--- src/itp_pkg.sv ---
`timescale 1ns / 1ps
// ----------------------------------------------------------------------------
// itp_pkg
// Shared types, codes and helpers for the infix to postfix converter.
// ----------------------------------------------------------------------------
package itp_pkg;

  localparam int OPERAND_W = 32;

  localparam logic [2:0] TOK_OPERAND  = 3'd0;
  localparam logic [2:0] TOK_LPAREN   = 3'd1;
  localparam logic [2:0] TOK_RPAREN   = 3'd2;
  localparam logic [2:0] TOK_OPERATOR = 3'd3;
  localparam logic [2:0] TOK_END      = 3'd4;

  localparam logic [1:0] OUT_OPERAND  = 2'd0;
  localparam logic [1:0] OUT_OPERATOR = 2'd1;
  localparam logic [1:0] OUT_END      = 2'd2;
  localparam logic [1:0] OUT_ERROR    = 2'd3;

  localparam logic [1:0] ERR_NONE     = 2'd0;
  localparam logic [1:0] ERR_RPAREN   = 2'd1;
  localparam logic [1:0] ERR_OVERFLOW = 2'd2;
  localparam logic [1:0] ERR_LPAREN   = 2'd3;

  localparam logic [2:0] OP_PLUS = 3'd1;
  localparam logic [2:0] OP_MOD  = 3'd4;

  localparam logic [3:0] LPAREN_ENTRY = 4'd8;

  typedef logic [3:0] entry_t;

  typedef struct packed {
    logic [2:0]           token_kind;
    logic [2:0]           op_code;
    logic [OPERAND_W-1:0] operand_value;
  } token_t;

  typedef struct packed {
    logic [1:0]           out_kind;
    logic [2:0]           out_op_code;
    logic [OPERAND_W-1:0] out_operand_value;
    logic [1:0]           error_code;
    logic                 last_of_run;
  } result_t;

  typedef struct packed {
    logic       latch;
    logic       push;
    logic       push_lparen;
    logic       pop;
    logic       emit;
    logic [1:0] emit_kind;
    logic [1:0] emit_err;
    logic       finish;
  } ctrl_cmd_t;

  typedef struct packed {
    logic [2:0] kind;
    logic       stack_empty;
    logic       stack_full;
    logic       top_is_lparen;
    logic       yields;
    logic       pend_valid;
    logic       out_free;
  } dp_status_t;

  function automatic logic [1:0] prec_of(input logic [2:0] code);
    logic [1:0] p;
    if (code <= OP_PLUS) begin
      p = 2'd0;
    end else if (code <= OP_MOD) begin
      p = 2'd1;
    end else begin
      p = 2'd2;
    end
    return p;
  endfunction

endpackage

--- src/itp_stack.sv ---
`timescale 1ns / 1ps
// ----------------------------------------------------------------------------
// itp_stack
// Operator stack memory with entry count and a registered top-of-stack word.
// ----------------------------------------------------------------------------
module itp_stack #(
  parameter int STACK_DEPTH = 16
) (
  input  logic            clk,
  input  logic            rst,
  input  logic            push,
  input  logic            pop,
  input  itp_pkg::entry_t push_entry,
  output itp_pkg::entry_t top,
  output logic            empty,
  output logic            full
);

  localparam int IDX_W = (STACK_DEPTH > 1) ? $clog2(STACK_DEPTH) : 1;
  localparam int CNT_W = $clog2(STACK_DEPTH + 1);

  itp_pkg::entry_t  mem [STACK_DEPTH];
  logic [CNT_W-1:0] count;
  logic [CNT_W-1:0] count_next;
  logic [CNT_W-1:0] top_addr_next;

  always_comb begin
    count_next = count;
    if (push) begin
      count_next = count + CNT_W'(1);
    end else if (pop) begin
      count_next = count - CNT_W'(1);
    end
  end

  assign top_addr_next = count_next - CNT_W'(1);
  assign empty         = (count == '0);
  assign full          = (count == CNT_W'(STACK_DEPTH));

  always_ff @(posedge clk) begin
    if (rst) begin
      count <= '0;
    end else begin
      count <= count_next;
    end
  end

  // keep top equal to the newest entry after every push or pop
  always_ff @(posedge clk) begin
    if (push) begin
      mem[count[IDX_W-1:0]] <= push_entry;
      top <= push_entry;
    end else begin
      top <= mem[top_addr_next[IDX_W-1:0]];
    end
  end

`ifndef SYNTH
  a_push_pop_excl: assert property (@(posedge clk) disable iff (rst)
    !(push && pop)) else $error("push and pop in the same cycle");
  a_no_push_full: assert property (@(posedge clk) disable iff (rst)
    push |-> !full) else $error("push on a full stack");
  a_no_pop_empty: assert property (@(posedge clk) disable iff (rst)
    pop |-> !empty) else $error("pop on an empty stack");
`endif

endmodule

--- src/itp_datapath.sv ---
`timescale 1ns / 1ps
// ----------------------------------------------------------------------------
// itp_datapath
// Token hold register, operator stack, pending result and output register.
// ----------------------------------------------------------------------------
module itp_datapath #(
  parameter int STACK_DEPTH = 16
) (
  input  logic                   clk,
  input  logic                   rst,
  input  itp_pkg::token_t        token,
  input  itp_pkg::ctrl_cmd_t     cmd,
  input  logic                   result_stall,
  output itp_pkg::dp_status_t    status,
  output itp_pkg::result_t       result,
  output logic                   result_valid
);

  itp_pkg::token_t  tok;
  itp_pkg::result_t pend;
  itp_pkg::result_t out;
  itp_pkg::result_t fresh;
  itp_pkg::result_t moved;
  itp_pkg::entry_t  top;
  itp_pkg::entry_t  push_entry;
  logic             pend_valid;
  logic             out_valid;
  logic             out_free;
  logic             empty;
  logic             full;
  logic             move_out;

  assign push_entry = cmd.push_lparen ? itp_pkg::LPAREN_ENTRY : {1'b0, tok.op_code};

  itp_stack #(
    .STACK_DEPTH(STACK_DEPTH)
  ) u_stack (
    .clk        (clk),
    .rst        (rst),
    .push       (cmd.push),
    .pop        (cmd.pop),
    .push_entry (push_entry),
    .top        (top),
    .empty      (empty),
    .full       (full)
  );

  always_comb begin
    fresh                   = '0;
    fresh.out_kind          = cmd.emit_kind;
    fresh.out_op_code       = (cmd.emit_kind == itp_pkg::OUT_OPERATOR) ? top[2:0] : 3'd0;
    fresh.out_operand_value = (cmd.emit_kind == itp_pkg::OUT_OPERAND) ?
                              tok.operand_value : '0;
    fresh.error_code        = (cmd.emit_kind == itp_pkg::OUT_ERROR) ?
                              cmd.emit_err : itp_pkg::ERR_NONE;
    fresh.last_of_run       = 1'b0;
  end

  always_comb begin
    moved             = pend;
    moved.last_of_run = cmd.finish;
  end

  assign out_free = !out_valid || !result_stall;
  assign move_out = (cmd.emit || cmd.finish) && pend_valid;

  always_ff @(posedge clk) begin
    if (rst) begin
      pend_valid <= 1'b0;
      out_valid  <= 1'b0;
    end else begin
      if (move_out) begin
        out_valid <= 1'b1;
      end else if (out_free) begin
        out_valid <= 1'b0;
      end
      if (cmd.emit) begin
        pend_valid <= 1'b1;
      end else if (cmd.finish) begin
        pend_valid <= 1'b0;
      end
    end
  end

  // hold the newest result back until it is known whether it ends the run
  always_ff @(posedge clk) begin
    if (cmd.latch) begin
      tok <= token;
    end
    if (cmd.emit) begin
      pend <= fresh;
    end
    if (move_out) begin
      out <= moved;
    end
  end

  assign status.kind          = tok.token_kind;
  assign status.stack_empty   = empty;
  assign status.stack_full    = full;
  assign status.top_is_lparen = (top == itp_pkg::LPAREN_ENTRY);
  assign status.yields        = itp_pkg::prec_of(tok.op_code) <= itp_pkg::prec_of(top[2:0]);
  assign status.pend_valid    = pend_valid;
  assign status.out_free      = out_free;

  assign result       = out;
  assign result_valid = out_valid;

`ifndef SYNTH
  a_finish_has_pend: assert property (@(posedge clk) disable iff (rst)
    cmd.finish |-> pend_valid) else $error("finish without a pending word");
  a_emit_room: assert property (@(posedge clk) disable iff (rst)
    (cmd.emit && pend_valid) |-> out_free) else $error("pending word overwritten");
  a_finish_marks_last: assert property (@(posedge clk) disable iff (rst)
    cmd.finish |=> (out_valid && out.last_of_run))
    else $error("run end not marked on output word");
`endif

endmodule

--- src/itp_ctrl.sv ---
`timescale 1ns / 1ps
// ----------------------------------------------------------------------------
// itp_ctrl
// Controller: accepts tokens and steps the stack one entry per cycle, except while a result waits for output room.
// ----------------------------------------------------------------------------
module itp_ctrl (
  input  logic                clk,
  input  logic                rst,
  input  logic                token_valid,
  output logic                token_stall,
  input  itp_pkg::dp_status_t status,
  output itp_pkg::ctrl_cmd_t  cmd
);

  typedef enum logic {
    S_IDLE,
    S_WORK
  } state_t;

  state_t state;
  state_t state_next;
  logic   can_emit;

  assign can_emit    = !status.pend_valid || status.out_free;
  assign token_stall = !((state == S_IDLE) && can_emit);

  always_comb begin
    cmd        = '0;
    state_next = state;
    case (state)
      S_IDLE: begin
        cmd.finish = status.pend_valid && status.out_free;
        if (token_valid && !token_stall) begin
          cmd.latch  = 1'b1;
          state_next = S_WORK;
        end
      end
      S_WORK: begin
        case (status.kind)
          itp_pkg::TOK_OPERAND: begin
            if (can_emit) begin
              cmd.emit      = 1'b1;
              cmd.emit_kind = itp_pkg::OUT_OPERAND;
              state_next    = S_IDLE;
            end
          end
          itp_pkg::TOK_LPAREN: begin
            if (!status.stack_full) begin
              cmd.push        = 1'b1;
              cmd.push_lparen = 1'b1;
              state_next      = S_IDLE;
            end else if (can_emit) begin
              cmd.emit      = 1'b1;
              cmd.emit_kind = itp_pkg::OUT_ERROR;
              cmd.emit_err  = itp_pkg::ERR_OVERFLOW;
              state_next    = S_IDLE;
            end
          end
          itp_pkg::TOK_RPAREN: begin
            if (status.stack_empty) begin
              if (can_emit) begin
                cmd.emit      = 1'b1;
                cmd.emit_kind = itp_pkg::OUT_ERROR;
                cmd.emit_err  = itp_pkg::ERR_RPAREN;
                state_next    = S_IDLE;
              end
            end else if (status.top_is_lparen) begin
              cmd.pop    = 1'b1;
              state_next = S_IDLE;
            end else if (can_emit) begin
              cmd.emit      = 1'b1;
              cmd.emit_kind = itp_pkg::OUT_OPERATOR;
              cmd.pop       = 1'b1;
            end
          end
          itp_pkg::TOK_OPERATOR: begin
            if (!status.stack_empty && !status.top_is_lparen && status.yields) begin
              if (can_emit) begin
                cmd.emit      = 1'b1;
                cmd.emit_kind = itp_pkg::OUT_OPERATOR;
                cmd.pop       = 1'b1;
              end
            end else if (!status.stack_full) begin
              cmd.push   = 1'b1;
              state_next = S_IDLE;
            end else if (can_emit) begin
              cmd.emit      = 1'b1;
              cmd.emit_kind = itp_pkg::OUT_ERROR;
              cmd.emit_err  = itp_pkg::ERR_OVERFLOW;
              state_next    = S_IDLE;
            end
          end
          itp_pkg::TOK_END: begin
            if (can_emit) begin
              cmd.emit = 1'b1;
              if (status.stack_empty) begin
                cmd.emit_kind = itp_pkg::OUT_END;
                state_next    = S_IDLE;
              end else if (status.top_is_lparen) begin
                cmd.emit_kind = itp_pkg::OUT_ERROR;
                cmd.emit_err  = itp_pkg::ERR_LPAREN;
                cmd.pop       = 1'b1;
              end else begin
                cmd.emit_kind = itp_pkg::OUT_OPERATOR;
                cmd.pop       = 1'b1;
              end
            end
          end
          default: begin
            state_next = S_IDLE;
          end
        endcase
      end
      default: begin
        state_next = S_IDLE;
      end
    endcase
  end

  always_ff @(posedge clk) begin
    if (rst) begin
      state <= S_IDLE;
    end else begin
      state <= state_next;
    end
  end

endmodule

--- src/infix_to_postfix_converter.sv ---
`timescale 1ns / 1ps
// Operation: a token is latched into the hold register while idle; each stack push, pop or result
//   is then a step of its own, and the last result of a token moves from pending to the output register.
// Throughput: a new token is taken only once the previous one is done; right parens, operators and
//   end tokens add a step for each entry popped with a result, and an output stall holds them.
// Reset: clears the controller, stack count, pending and output valid; stack contents are not cleared.
// ----------------------------------------------------------------------------
// infix_to_postfix_converter
// Shunting-yard converter from classified infix tokens to postfix words.
// ----------------------------------------------------------------------------
module infix_to_postfix_converter #(
  parameter int STACK_DEPTH = 16
) (
  input  logic             clk,
  input  logic             rst,
  input  logic             token_valid,
  output logic             token_stall,
  input  itp_pkg::token_t  token,
  output logic             result_valid,
  input  logic             result_stall,
  output itp_pkg::result_t result
);

  itp_pkg::ctrl_cmd_t  cmd;
  itp_pkg::dp_status_t status;

  itp_ctrl u_ctrl (
    .clk         (clk),
    .rst         (rst),
    .token_valid (token_valid),
    .token_stall (token_stall),
    .status      (status),
    .cmd         (cmd)
  );

  itp_datapath #(
    .STACK_DEPTH(STACK_DEPTH)
  ) u_datapath (
    .clk          (clk),
    .rst          (rst),
    .token        (token),
    .cmd          (cmd),
    .result_stall (result_stall),
    .status       (status),
    .result       (result),
    .result_valid (result_valid)
  );

endmodule
--- config.mk ---
export PLATFORM = sky130hd
export DESIGN_NAME = infix_to_postfix_converter
export DESIGN_NICKNAME = d
export VERILOG_FILES = /design/src/itp_pkg.sv /design/src/itp_stack.sv /design/src/itp_datapath.sv /design/src/itp_ctrl.sv /design/src/infix_to_postfix_converter.sv
export SDC_FILE = /design/constraint.sdc
export NUM_CORES = 1
export LEC_CHECK = 0
export BUFFER_PORTS_ARGS = -buffer_cell sky130_fd_sc_hd__buf_4
export CORE_UTILIZATION = 60
export CTS_BUF_LIST = sky130_fd_sc_hd__clkbuf_8
export DETAILED_ROUTE_END_ITERATION = 10
export MAX_ROUTING_LAYER = met4
export PLACE_DENSITY_LB_ADDON = 0.3
export SLEW_MARGIN = 40
export SYNTH_ARGS = -nofsm -noshare
export SYNTH_HDL_FRONTEND = slang
export SYNTH_SLANG_ARGS = --single-unit
--- constraint.sdc ---
create_clock -name clk -period 8.5 [get_ports clk]
set_input_delay 0.425 -clock clk [delete_from_list [all_inputs] [get_ports clk]]
set_output_delay 0.425 -clock clk [all_outputs]
set_load 0.02 [all_outputs]
==> results of run 1 <==
[cell type report]
class                      instances  area (um^2)
tap                              147          184
clock buffer                      17          234
timing repair buffer              86          646
fill                             740         3400
sequential                       193         5680
multi-input combinational        214         1670
inverter                           9         33.8
clock inverter                    14          166
[metal layers]
layer  GRT usage  routed length, um  up-vias
li1            -                  -     1816
met1       0.274               5160     1934
met2       0.339               6580      136
met3      0.0514                673       10
met4      0.0816                149        0
met5           -                  0        -
[report_power, final]
group	total (mW)	switching, mW	leakage [nW]	internal, mW
clock network	0.590	0.301	0.201	0.289
registers	1.08	0.0197	1.76	1.06
logic	0.134	0.0726	1.07	0.0613
[worst register-to-register path, stage by stage (launching register included)]
cell and delay (ns):
sky130_fd_sc_hd__dfxtp_1 0.81, sky130_fd_sc_hd__nor2b_1 0.16, sky130_fd_sc_hd__a221oi_1 0.53, sky130_fd_sc_hd__o21ai_1 0.21
sky130_fd_sc_hd__nand2_1 0.17, sky130_fd_sc_hd__mux2i_1 0.21, sky130_fd_sc_hd__ha_1 0.16, sky130_fd_sc_hd__inv_1 0.03
sky130_fd_sc_hd__a21oi_1 0.13, sky130_fd_sc_hd__a21oi_1 0.06, sky130_fd_sc_hd__nor2_1 0.26, sky130_fd_sc_hd__o211a_4 0.26
sky130_fd_sc_hd__o221ai_1 0.19, sky130_fd_sc_hd__a21oi_4 0.18, sky130_fd_sc_hd__buf_4 0.46, sky130_fd_sc_hd__nand2_1 0.11
sky130_fd_sc_hd__nand2_1 0.08, sky130_fd_sc_hd__buf_4 0.42
[sequential cells by signal, indices dropped and copies added, names as in the netlist, named ones only]
register / flops
u_datapath.u_stack.count: 5
u_datapath.moved: 39
u_datapath.u_stack.mem: 64
u_datapath.status: 3
u_datapath.tok: 35
u_datapath.result: 40
u_datapath.pend_valid: 1
u_ctrl.state: 1
u_datapath.result_valid: 1
[cells by family (layout without fill, tap and decap cells)]
kind of cell               Yosys count  in the layout
AOI/OAI and AO/OA                   42             42
xor gates and xnor gates             5              5
adders and majority gates            8              8
buffers and inverters               22            126
DFF                                193            193
muxes                               22             22
and+or+nand+nor                    137            137
[stage by stage]
step	power (mW)	utilization	instance area (um^2)	worst slack, ns
6_report	1.81	0.717	8610	3.67
2_1_floorplan	1.19	-	7420	2.43
4_1_cts	1.82	0.716	8600	3.65
5_1_grt	1.87	0.717	8610	3.24
3_3_place_gp	1.23	0.681	8180	3.50
3_5_place_dp	1.24	0.683	8200	3.69
[cells in the final DEF, fill, tap and decap left out, types with 3 or more instances in the layout]
master / synthesis / layout
sky130_fd_sc_hd__mux2i_1: 7 / 7
sky130_fd_sc_hd__buf_4: 0 / 86
sky130_fd_sc_hd__mux4_1: 4 / 4
sky130_fd_sc_hd__edfxtp_1: 181 / 181
sky130_fd_sc_hd__nor2b_1: 10 / 7
sky130_fd_sc_hd__nand2_1: 19 / 19
sky130_fd_sc_hd__and2_1: 34 / 34
sky130_fd_sc_hd__nand2b_1: 5 / 5
sky130_fd_sc_hd__nand3_1: 8 / 8
sky130_fd_sc_hd__o21ai_0: 6 / 6
sky130_fd_sc_hd__nor2b_2: 0 / 3
sky130_fd_sc_hd__nor2_1: 36 / 35
sky130_fd_sc_hd__clkbuf_8: 0 / 17
sky130_fd_sc_hd__bufinv_16: 0 / 3
sky130_fd_sc_hd__nor3_1: 9 / 9
sky130_fd_sc_hd__clkinv_4: 0 / 3
sky130_fd_sc_hd__a21oi_1: 8 / 7
sky130_fd_sc_hd__dfxtp_1: 12 / 11
sky130_fd_sc_hd__inv_1: 9 / 10
sky130_fd_sc_hd__and3_1: 5 / 4
sky130_fd_sc_hd__a22oi_1: 4 / 4
sky130_fd_sc_hd__o21ai_1: 3 / 3
sky130_fd_sc_hd__ha_1: 8 / 8
sky130_fd_sc_hd__a31oi_1: 4 / 4
sky130_fd_sc_hd__xor2_1: 3 / 3
sky130_fd_sc_hd__mux4_2: 11 / 11
sky130_fd_sc_hd__a221oi_1: 3 / 3
[worst max-delay path by stage]
stage,startpoint,to
floorplan,register,u_datapath.result[0]
global placement,register,u_datapath.result[17]
detailed placement,register,u_datapath.result[18]
CTS,register,u_datapath.result[18]
global route,register,u_datapath.result[35]
finish,register,u_datapath.result[18]
==> metrics.log, run 1 <==
INFO  metric outcome = finished, final reports clean
INFO  metric hold_viol_final = 0
INFO  metric gp_congestion = between 0.9 and 1
INFO  metric syn-cell-area = between 7000 and 8000 um^2
INFO  metric worst_path_depth = 17
INFO  metric holdPathStages = 1
INFO  metric floorplan.die.width = roughly 110 um
INFO  metric synth-compound-area-share = 0.0462
INFO  metric drcViolationCount = 0
INFO  metric max_slew.worst_pin.slew = between 0.8 and 0.9 ns
INFO  metric cts_buffer_depth = 2
INFO  metric routed_via_density = 5.73
INFO  metric inserted_clock_buffers = 17
INFO  metric insertion_delay = between 0.4 and 0.5 ns
INFO  metric worstHoldPathType = input port to register
INFO  metric grt_max_degree = 43
INFO  metric synth-adder-area-share = 0.0135
INFO  metric synth-async-reset-ratio = 0
INFO  metric post_syn_instances = 429
INFO  metric critPathLaunchType = register
INFO  metric setup-violations-final = 0
INFO  metric num_antenna_cells = 0
INFO  metric worstPathCellList = nor2b_1, a221oi_1, o21ai_1, nand2_1, mux2i_1, ha_1, inv_1, a21oi_1, a21oi_1, nor2_1, o211a_4, o221ai_1, a21oi_4, buf_4, nand2_1, nand2_1, buf_4
INFO  metric antenna_found_initial = 0
INFO  metric power_density = about 210 nW/um^2
INFO  metric placed_cells = approximately 650
INFO  metric vias = slightly below 4k
INFO  metric cts_tree = yes
INFO  metric unrepaired_setup_endpoints_after_global_routing = no
INFO  metric worst-r2r-setup-slack = between 3 and 4 ns
INFO  metric grt.overflow.total = 0
INFO  metric htree_num_levels = 4
INFO  metric grtUsageTotal = 0.215
INFO  metric finClkSkew = around 0.012 ns
INFO  metric cts_setup_buffers = 0
INFO  metric fin_cells = just under 700
INFO  metric first_global_vias = ~3.6k
INFO  metric hold_buffers = 0
INFO  metric setup-tns-final = 0 ns
INFO  metric number_of_placement_rows = 40
INFO  metric syn_nets = 479
INFO  metric synthMostInstantiatedCell = sky130_fd_sc_hd__edfxtp_1
INFO  metric synthDistinctLibCells = 52
INFO  metric route.final.wire_length = 12.6 mm
INFO  metric place.detailed.hpwl = approximately 8.4 mm
INFO  metric fin_worst_hold_slack = approximately 0.15 ns
INFO  metric timing.hold.worst_endpoint = u_datapath.tok[14]
INFO  metric worst_setup_path_end_kind = register
INFO  metric die_y = 113 um
INFO  metric r2r_cells = 17
INFO  metric finish.net_count = between 500 and 600
INFO  metric synthSimpleGateAreaFrac = 0.0965
INFO  metric drtPass1Iterations = 5
INFO  metric most_common_cell_on_crit_path = sky130_fd_sc_hd__nand2_1
INFO  metric routedWlPerCell = between 15 and 20 um
INFO  metric critical_path_buf_inv_count = 3
INFO  metric clkTransAtPathRegs = 0.09 ns
INFO  metric critical_path_s_largest_stage_delay = just over 0.8 ns
INFO  metric yosys.area_share.xor_xnor = 0.00692
INFO  metric worstPathArrival = between 4 and 5 ns
INFO  metric worst_ir_drop_vdd = 0.000160 V
INFO  metric post_route_antenna_net_violation_count = 0
INFO  metric detailedRoute.firstIterationViolations = roughly 320
INFO  metric max_freq = 207 MHz
INFO  metric yosys_warnings = 0
INFO  metric root_buffer_cell = sky130_fd_sc_hd__clkbuf_8
INFO  metric start_util = 0.618
INFO  metric finalCriticalPeriod = ~4.8 ns
INFO  metric synth_area_leaders = sky130_fd_sc_hd__edfxtp_1, sky130_fd_sc_hd__mux4_2, sky130_fd_sc_hd__dfxtp_1
INFO  metric synth_top_area_share = 0.733
INFO  metric cp_slowest_cell = sky130_fd_sc_hd__dfxtp_1
INFO  metric layout-area-overhead-vs-synth = 16.0%
INFO  metric critPathRequiredTime = 8.59 ns
INFO  metric syn_area_per_cell = 17.3 um^2
INFO  metric timing.critical_path.max_delay_family = compound AO/OA/AOI/OAI gates
INFO  metric coreArea = approximately 12,000 um^2
INFO  metric relSlewSlack = 0.446
INFO  metric synth_edf_count = about 180
INFO  metric largest_family_of_logic_cells_by_synthesized_area = simple AND/OR/NAND/NOR gates
INFO  metric layout_worst_path_cycle_share = 0.568
INFO  metric cap_viol_max_count = 0
INFO  metric critPathKind = register to register
INFO  metric die-area = roughly 13,000 um^2
INFO  metric cts_resized = 0
INFO  metric post_synth_most_frequent_cells = sky130_fd_sc_hd__edfxtp_1, sky130_fd_sc_hd__nor2_1, sky130_fd_sc_hd__and2_1
INFO  metric synth_largest_area_cell = sky130_fd_sc_hd__edfxtp_1
INFO  metric buffer_ports.inserted = between 80 and 90
INFO  metric grt_first_pass_wirelength = between 15 and 20 mm
INFO  metric min_from = token[14]
INFO  metric yosysSeqAreaShare = 0.765
INFO  metric final_max_slew_viol_count = 0
INFO  metric synth.area.mux_share = 0.0570
INFO  metric power.leakage = 3.03 nW
INFO  metric r2r-end = u_datapath.result[18]
INFO  metric final_layout_size_suffix_gt1_frac = 0.276
INFO  metric critical_path_peak_fanout = between 40 and 50
INFO  metric synth-seq-cells = between 150 and 200
INFO  metric numClockSinks = a little under 200
INFO  metric synthFlopType = sky130_fd_sc_hd__edfxtp_1
INFO  metric num_io_pins = between 80 and 90
(Power assumes the default switching activity.)
==> inputs of run 2 (changes only) <==
--- a/config.mk
+++ b/config.mk
@@ -6,7 +6,7 @@
 export NUM_CORES = 1
 export LEC_CHECK = 0
 export BUFFER_PORTS_ARGS = -buffer_cell sky130_fd_sc_hd__buf_4
-export CORE_UTILIZATION = 60
+export CORE_UTILIZATION = 54
 export CTS_BUF_LIST = sky130_fd_sc_hd__clkbuf_8
 export DETAILED_ROUTE_END_ITERATION = 10
 export MAX_ROUTING_LAYER = met4
==> constraint.sdc (replaced) <==
create_clock -name clk -period 3.9 [get_ports clk]
set_input_delay 0.195 -clock clk [delete_from_list [all_inputs] [get_ports clk]]
set_output_delay 0.195 -clock clk [all_outputs]
set_load 0.02 [all_outputs]
==> metrics.log, run 2 (same netlist as run 1, synthesis figures left out) <==
INFO  metric max_freq = roughly 270 MHz
INFO  metric cap_viol_max_count = 0
INFO  metric cts_buffer_depth = 2
INFO  metric cp_slowest_cell = sky130_fd_sc_hd__a221oi_2
INFO  metric relSlewSlack = 0.539
INFO  metric finish.net_count = about 640
INFO  metric critical_path_buf_inv_count = 4
INFO  metric flip_flop_count_of_the_largest_register_all_copies_and_words_added = between 60 and 70
INFO  metric worstHoldPathType = input port to register
INFO  metric final_max_slew_viol_count = 0
INFO  metric root_buffer_cell = sky130_fd_sc_hd__clkbuf_8
INFO  metric layout_worst_path_cycle_share = 0.947
INFO  metric power.leakage = around 3.4 nW
INFO  metric inserted_clock_buffers = 17
INFO  metric vias = around 4.1k
INFO  metric htree_num_levels = 4
INFO  metric critPathLaunchType = register
INFO  metric buffer_ports.inserted = 83
INFO  metric routed_via_density = ~5.3
INFO  metric num_antenna_cells = 0
INFO  metric fin_worst_hold_slack = roughly 0.40 ns
INFO  metric grt_first_pass_wirelength = approximately 22 mm
INFO  metric gp_congestion = roughly 0.85
INFO  metric cts_tree = yes
INFO  metric finalCriticalPeriod = between 3 and 4 ns
INFO  metric floorplan.die.width = 119 um
INFO  metric first_global_vias = slightly above 4k
INFO  metric grt_max_degree = 41
INFO  metric worst_ir_drop_vdd = between 0.0002 and 0.0003 V
INFO  metric critPathRequiredTime = 4.28 ns
INFO  metric coreArea = between 10,000 and 15,000 um^2
INFO  metric layout_common_cells = sky130_fd_sc_hd__edfxtp_1, sky130_fd_sc_hd__buf_4, sky130_fd_sc_hd__dlygate4sd3_1, sky130_fd_sc_hd__nor2_1, sky130_fd_sc_hd__and2_1
INFO  metric critical_path_peak_fanout = 8
INFO  metric number_of_placement_rows = between 40 and 50
INFO  metric grtUsageTotal = 0.217
INFO  metric place.detailed.hpwl = approximately 8.7 mm
INFO  metric routedWlPerCell = 17.8 um
INFO  metric finClkSkew = roughly 0.018 ns
INFO  metric route.final.wire_length = about 14 mm
INFO  metric critical_path_s_largest_stage_delay = 0.42 ns
INFO  metric worst_setup_path_end_kind = register
INFO  metric numClockSinks = slightly below 200
INFO  metric post_route_antenna_net_violation_count = 0
INFO  metric die_y = 119 um
INFO  metric fin_cells = 779
INFO  metric die-area = around 14,000 um^2
INFO  metric hold_viol_final = 0
INFO  metric drtPass1Iterations = 6
INFO  metric timing.critical_path.max_delay_family = compound AO/OA/AOI/OAI gates
INFO  metric antenna_found_initial = 0
INFO  metric outcome = finished, final reports clean
INFO  metric num_io_pins = 84
INFO  metric grt.overflow.total = 0
INFO  metric detailedRoute.firstIterationViolations = between 200 and 300
INFO  metric critPathKind = register to register
INFO  metric start_util = 0.558
INFO  metric unrepaired_setup_endpoints_after_global_routing = yes
INFO  metric max_slew.worst_pin.slew = around 0.7 ns
INFO  metric insertion_delay = 0.47 ns
INFO  metric power_density = ~430 nW/um^2
INFO  metric drcViolationCount = 0
INFO  metric worstPathArrival = approximately 4.1 ns
INFO  metric worstPathCellList = buf_12, buf_12, mux2i_1, a221oi_2, o21ai_1, nand2_2, mux2i_1, ha_1, inv_1, a21oi_1, a21oi_1, nor2_2, o2111ai_2, a221oi_4, buf_4, nor2_1, xnor2_1, ha_1, xnor2_2
INFO  metric most_common_cell_after_layout_fill_and_taps_aside = sky130_fd_sc_hd__edfxtp_1
INFO  metric placed_cells = 701
INFO  metric clkTransAtPathRegs = ~0.09 ns
INFO  metric layout-area-overhead-vs-synth = 26.9%
INFO  metric final_layout_size_suffix_gt1_frac = 0.315
INFO  metric setup-violations-final = 0
run 2: where the power goes:
part / total (mW) / internal (mW) / switching (mW)
logic: 0.402 / 0.198 / 0.204
clock network: 1.31 / 0.591 / 0.716
registers: 2.35 / 2.32 / 0.0316
total: 4.06 / 3.11 / 0.952
run 2: per-stage QoR:
stage	setup WS (ns)	TNS (ns)	cell area [um^2]	util	total power, mW
2_1_floorplan	-0.0687	-2.75	7490	-	2.62
3_5_place_dp	0.162	0	8490	0.639	2.75
6_report	0.207	0	9410	0.708	4.06
5_1_grt	0.0174	0	9410	0.708	4.20
3_3_place_gp	0.157	0	8480	0.637	2.73
4_1_cts	0.128	0	9300	0.700	4.07
run 2: worst paths after layout:
kind	endpoint	slack, ns	start	cells past startpoint
min reg2reg	u_datapath.result[17]	0.42	u_datapath.moved[17]	0
max	register	0.21	register	19
min	u_datapath.tok[33]	0.40	token_valid	2
max reg2reg	register	0.21	register	19
run 2: area by class of cell:
type	instances	area, um^2
Timing Repair Buffer	156	1330
Multi-Input combinational cell	214	1740
Inverter	9	33.8
Clock inverter	14	179
Tap cell	176	220
Fill cell	828	3890
Sequential cell	193	5680
Clock buffer	17	234
run 2: routing by layer:
layer | track usage | part of all wire
met1 | 0.263 | 0.41
met2 | 0.350 | 0.52
met3 | 0.0546 | 0.047
met4 | 0.0870 | 0.022
met5 | - | 0
run 2: what timing repair did:
action | in CTS | in global routing
hold buffers | 40 | 0
resized for setup | 0 | 8
buffers inserted | 0 | 7
setup endpoints to repair | 0 | 118
endpoints found under the hold margin | 44 | 0
run 2: worst reg2reg max path: cells and delay by family, from the launching register on:
family	cells	cell delay, ns
compound gates	6	1.41
buf+inv	4	0.48
fa+ha+maj	2	0.40
flops	1	0.34
mux	2	0.33
simple gates	3	0.33
xor+xnor	2	0.33
